**src/sv/spism_pkg.sv**
```systemverilog
`timescale 1ns / 1ps
// Shared types and constants of the SPI serial memory slave core.
package spism_pkg;

	localparam int LEN_W = 20;
	localparam int ASH_W = 24;

	// request kinds
	localparam logic [1:0] REQ_SELECT   = 2'd0;
	localparam logic [1:0] REQ_DESELECT = 2'd1;
	localparam logic [1:0] REQ_WRITE    = 2'd2;
	localparam logic [1:0] REQ_READ     = 2'd3;

	// opcodes
	localparam logic [7:0] OP_WREN  = 8'h06;
	localparam logic [7:0] OP_WRDI  = 8'h04;
	localparam logic [7:0] OP_RDSR  = 8'h05;
	localparam logic [7:0] OP_WRSR  = 8'h01;
	localparam logic [7:0] OP_READ  = 8'h03;
	localparam logic [7:0] OP_WRITE = 8'h02;
	localparam logic [7:0] OP_SLEEP = 8'hB9;
	localparam logic [7:0] OP_WAKE  = 8'hAB;

	// call status codes
	localparam logic [2:0] ST_OK        = 3'd0;
	localparam logic [2:0] ST_NOT_SEL   = 3'd1;
	localparam logic [2:0] ST_BAD_LEN   = 3'd2;
	localparam logic [2:0] ST_NOT_EN    = 3'd3;
	localparam logic [2:0] ST_RANGE     = 3'd4;
	localparam logic [2:0] ST_NONE_PEND = 3'd5;

	// pending flag bit positions
	localparam int PF_RS = 0;
	localparam int PF_RD = 1;
	localparam int PF_WD = 2;
	localparam int PF_WS = 3;

	typedef struct packed {
		logic capture;   // latch the input transfer
		logic do_sel;    // select / deselect
		logic do_wstart; // open a call if needed
		logic do_wbyte;  // process one call byte
		logic do_wend;   // close the call
		logic do_rchk;   // evaluate a read burst
		logic do_rissue; // issue one array read
		logic load_res;  // push result register to output
		logic load_mem;  // push array byte to output
	} spism_cmd_t;

	typedef struct packed {
		logic [1:0] req_type;
		logic       last_of_call;
		logic       rd_go;
		logic       rd_done;
		logic       out_free;
	} spism_sts_t;

endpackage

```
**src/sv/spism_ctrl.sv**
```systemverilog
`timescale 1ns / 1ps
// Controller: sequences each transfer through the datapath steps.
module spism_ctrl (
	input  logic                  clk,
	input  logic                  arst_n,
	input  logic                  in_valid,
	output logic                  in_ready,
	output spism_pkg::spism_cmd_t cmd,
	input  spism_pkg::spism_sts_t sts
);
	localparam logic [3:0] S_IDLE   = 4'd0;
	localparam logic [3:0] S_DEC    = 4'd1;
	localparam logic [3:0] S_SEL    = 4'd2;
	localparam logic [3:0] S_WSTART = 4'd3;
	localparam logic [3:0] S_WBYTE  = 4'd4;
	localparam logic [3:0] S_WEND   = 4'd5;
	localparam logic [3:0] S_RCHK   = 4'd6;
	localparam logic [3:0] S_RADDR  = 4'd7;
	localparam logic [3:0] S_RDATA  = 4'd8;
	localparam logic [3:0] S_PUT    = 4'd9;

	logic [3:0] state_q;
	logic [3:0] state_d;

	assign in_ready = (state_q == S_IDLE);

	always_comb begin
		cmd     = '0;
		state_d = state_q;
		case (state_q)
			S_IDLE: begin
				if (in_valid) begin
					cmd.capture = 1'b1;
					state_d     = S_DEC;
				end
			end
			S_DEC: begin
				case (sts.req_type)
					spism_pkg::REQ_SELECT, spism_pkg::REQ_DESELECT: state_d = S_SEL;
					spism_pkg::REQ_WRITE: state_d = S_WSTART;
					spism_pkg::REQ_READ:  state_d = S_RCHK;
					default:              state_d = S_IDLE;
				endcase
			end
			S_SEL: begin
				cmd.do_sel = 1'b1;
				state_d    = S_PUT;
			end
			S_WSTART: begin
				cmd.do_wstart = 1'b1;
				state_d       = S_WBYTE;
			end
			S_WBYTE: begin
				cmd.do_wbyte = 1'b1;
				state_d      = sts.last_of_call ? S_WEND : S_IDLE;
			end
			S_WEND: begin
				cmd.do_wend = 1'b1;
				state_d     = S_PUT;
			end
			S_RCHK: begin
				cmd.do_rchk = 1'b1;
				state_d     = sts.rd_go ? S_RADDR : S_PUT;
			end
			S_RADDR: begin
				cmd.do_rissue = 1'b1;
				state_d       = S_RDATA;
			end
			S_RDATA: begin
				if (sts.out_free) begin
					cmd.load_mem = 1'b1;
					state_d      = sts.rd_done ? S_IDLE : S_RADDR;
				end
			end
			S_PUT: begin
				if (sts.out_free) begin
					cmd.load_res = 1'b1;
					state_d      = S_IDLE;
				end
			end
			default: state_d = S_IDLE;
		endcase
	end

	always_ff @(posedge clk or negedge arst_n) begin
		if (!arst_n) begin
			state_q <= S_IDLE;
		end else begin
			state_q <= state_d;
		end
	end
endmodule

```
**config.mk**
```make
export PLATFORM = sky130hd
export DESIGN_NAME = spism_ctrl
export DESIGN_NICKNAME = d
export VERILOG_FILES = /design/src/sv/spism_pkg.sv /design/src/sv/spism_ctrl.sv
export SDC_FILE = /design/constraint.sdc
export NUM_CORES = 1
export LEC_CHECK = 0
export BUFFER_PORTS_ARGS = -buffer_cell sky130_fd_sc_hd__buf_4
export CORE_AREA = 2 2 39 41
export DETAILED_ROUTE_END_ITERATION = 8
export DIE_AREA = 0 0 41 43
export GPL_ROUTABILITY_DRIVEN = 0
export GPL_TIMING_DRIVEN = 1
export HOLD_SLACK_MARGIN = 0.1
export PLACE_DENSITY_LB_ADDON = 0.1
export SETUP_SLACK_MARGIN = 0.5
export SLEW_MARGIN = 20
export SYNTH_ARGS = -nofsm -noshare
export SYNTH_HDL_FRONTEND = slang
export SYNTH_SLANG_ARGS = --single-unit
export TNS_END_PERCENT = 1
```
**constraint.sdc**
```tcl
create_clock -name clk -period 1.4 [get_ports clk]
set_clock_uncertainty 0.05 [all_clocks]
set_input_delay 0.07 -clock clk [delete_from_list [all_inputs] [get_ports clk]]
set_output_delay 0.07 -clock clk [all_outputs]
set_load 0.005 [all_outputs]
```
Word-level counts from Yosys, hierarchy flattened --
Cells that the tools add are included. Widths: inputs -> output; s select.
Storage, ports and cells: register bits after elaboration 4, input port bits 9, output and inout port bits 10, logic and storage cells 40
Operators by class: reduce and logical (&&, ||, !) cells 5, equality and inequality tests 15, multiplexer cells 19
Operator list (count):
- $pmux 4 s9 | 1
- $eq 4x3->1 const B | 4
- $mux 4 | 4
- $pmux 4 s3 | 1
- $mux 1 | 11
- $eq 4x2->1 const B | 2
- $eq 4x4->1 const B | 2
- $mux 3 | 2
- $ne 2x2->1 const B | 3
- $eq 2x2->1 const B | 2
- $eq 4x1->1 const B | 1
- $logic_not 4->1 | 1
- $reduce_or 2->1 | 2
- $reduce_and 3->1 | 1
- $eq 2x1->1 const B | 1
- $logic_not 2->1 | 1

Logic depth before layout (Yosys ltp) --
depth after elaboration 4, depth in mapped cells 5, gate-level depth less buffers 4

Worst setup path before layout --
OpenSTA, ideal clock, no wires.
kind register to register, start point register state_q[3], end point register state_q[0], cell stages (with the launch flop) 6, clock period less this slack 1.262 ns, buffers on the path 1, required time 1.249 ns, path slack 0.138 ns, arrival 1.111 ns, cells stage by stage dfrtp_1 > buf_6 > nor2_1 > nand3_2 > o221a_1 > o32ai_1
Between the ends: longest elaborated chain between the ends 3, elaborated cells on any way between the ends 16
Ends and longest elaborated chain:
- start: declaration | RTL line spism_ctrl.sv:22 | logic [3:0] state_q;
- start signal: assignment | RTL line spism_ctrl.sv:89 | state_q <= state_d;
- $eq 4x3->1 (tied with other cells) | RTL line spism_ctrl.sv:30 | case (state_q)
- $reduce_or 2->1 (no line) or $ne 2x2->1 (tied branches)
- $pmux 4 s9 or $reduce_and 3->1 (tied branches)
Several ways; a longest one is shown, not always the timed one. A chain may end at the register's enable or synchronous reset.

==> metrics.txt <==
#FFs+latches synth=4; Slew Limit Fails=0; Post-synth EDFFs=0; Final Cycle Share=104%; DP HPWL=844 um; Int Pwr=1030 uW; final WL=~1400 um; max reg flops=4; Reg power frac=16.4%; Largest regs=state_q x4; VDD IR max=1.07 mV; total power=about 1700 uW; antenna violations before repair=0; CTS H-tree lvls=1; Tmin final=1.45 ns; remaining antenna violation count=0; Initial Util=29.5%; first-iteration detailed-routing DRC count=13; RSZ-0062 raised after global routing=true; P_sw=689 uW; WS Path Type=flip-flop to output port; clock group share of total power=~8.4%; status=complete, but fails checks; Post-Syn Area=between 400 and 500 sq um; synth cell count leaders=6 x nor2_1, 4 x a21oi_1, 4 x dfrtp_1; Tightest Pin Transition=0.226 ns; clock latency on the worst-skew pair=approximately 0.24 ns; Syn-to-layout area delta=95.7%; CTS buffer count=3; crit end category=output port; DIE WIDTH=41 um; core area=roughly 1400 sq um; HP Class=input port to flip-flop; ys async rst share=100%; I/O Pins=19; die height=43 um; Synth Flop Type=dfrtp_1; relative slew slack=84.8%; worst-path fanout max=8; register area share after synthesis=24.5%; met2 usage=roughly 29%; Finish-stage setup viols=3; grt met1 use=23.4%; vias in the first global route=534; CP Launch Type=flip-flop; first-pass GRT wire length=2300 um; largest net degree at the start of global routing=12; share of layout cells above drive strength 1=64.8%; CTS root buffer=clkbuf_4; Antenna Cells=0; PortBufs=18; max cap viols=0; clk slew on worst S/H paths=0.04 ns; DR vias=between 500 and 600; DRC violations left=0; required time worst endpoint=1.28 ns; worst setup margin=-0.0523 ns; Pleak=just under 0.0004 uW; r2r setup slk=-0.03 ns; clk buf depth=2; cell row count=14; die area=approximately 1800 sq um; first-pass detailed-route iteration total=4; Gate power share=75.1%; grt total ovfl=0; distinct cell type count after synthesis=31; largest area contributor in the netlist=dfrtp_1; top cell type's share of synthesized area=24.5%; Ys Warns=0; fin util=between 50% and 60%; WL/cell=12.9 um; cell count after synthesis=51; CTS tree=done; nets=102; Largest Register=state_q; failing checks=negative hold slack, negative setup slack; Final Hold Viols=2; count leader, synth=nor2_1; most used routing layer=met2; pwr dens=2160 nW/um^2; WHS=-0.00188 ns; Total GRT Usage=around a fifth; most area-consuming cells after synthesis=dfrtp_1 25%, buf_6 5.5%, nor2_1 5.5%; switching portion of total power=40.0%; routing usage on met3=a little under a tenth; fmax=689 MHz; Syn Nets=60; cts hold-fix bufs=1; WP data arrival=1.33 ns; Post-Syn Area per Cell=8.00 sq um; # clock sinks=4; vias per cell=5.25
## power by group through the flow
stage / registers [uW] / clock network (uW) / logic (uW)
after detailed placement: 305 / 0 / 850
after global placement: 311 / 0 / 854
after global routing: 296 / 170 / 1410
after CTS: 294 / 152 / 1110
final: 283 / 146 / 1290
after floorplan: 208 / 0 / 607
## final timing paths
kind / depth (start not counted) / to / start
min in group asynchronous: 2 / state_q[3]$_DFFE_PN0P_ / arst_n
max in group asynchronous: 2 / state_q[2]$_DFFE_PN0P_ / arst_n
min: 2 / state_q[3]$_DFFE_PN0P_ / sts[0]
max: 4 / cmd[0] / state_q[2]$_DFFE_PN0P_
max reg2reg: 5 / state_q[0]$_DFFE_PN0P_ / state_q[0]$_DFFE_PN0P_
min reg2reg: 1 / state_q[3]$_DFFE_PN0P_ / state_q[1]$_DFFE_PN0P_
## critical path, stage by stage (launching register included)
cell and delay, ns:
dfrtp_2 0.46, nand3b_1 0.23, nor3_2 0.17, buf_4 0.14, buf_4 0.09
## final cells by class
cell class,count,area [sq um]
Multi-Input combinational cell,40,307
Fill cell,125,586
Inverter,2,8.76
Timing Repair Buffer,42,337
Tap cell,16,20.0
Sequential cell,4,104
Clock buffer,3,22.5
## cell families (layout without fill, tap and decap cells)
family                 count (synthesis)  in the layout  synth area share [%]
flip-flops                             4              4                  24.5
AO/OA/AOI/OAI                         14             14                  25.5
buffers and inverters                  7             47                  11.7
AND/OR/NAND/NOR                       26             26                  38.3
## metal layers
| metal | wire length [um] | part of all wire [%] | up-vias |
|---|---|---|---|
| li1 | - | - | 271 |
| met1 | 562 | 41 | 265 |
| met2 | 713 | 51 | 22 |
| met3 | 71 | 5.1 | 4 |
| met4 | 37 | 2.7 | 0 |
| met5 | 0 | 0 | - |
## stage by stage
step / setup slack [ns] / cell area (sq um) / cells / setup TNS, ns
finish: -0.0523 / 798 / 107 / -0.124
global route: -0.127 / 798 / 107 / -0.628
CTS: -0.0513 / 734 / 101 / -0.0759
detailed placement: 0.0377 / 608 / 91 / 0
global placement: 0.00201 / 608 / 91 / 0
floorplan: 0.139 / 410 / 51 / 0
## cells in the final DEF (no fill, tap or decap), drive strengths merged, types with 2 or more instances in the layout
cell,synthesis,routed
nand2,2,2
nand3,2,2
nor3,4,4
clkbuf,0,3
dfrtp,4,4
nor2,6,6
and3,2,2
nor4,2,2
nand2b,3,3
o32ai,2,2
buf,5,41
a21oi,5,5
## what timing repair did
item,4_1_cts,5_1_grt
hold endpoints to repair,6,2
resized for setup,12,4
pin swaps,4,3
setup endpoints to repair,14,14
setup buffers,6,6
Note: power is estimated with default switching activity, not from simulation.
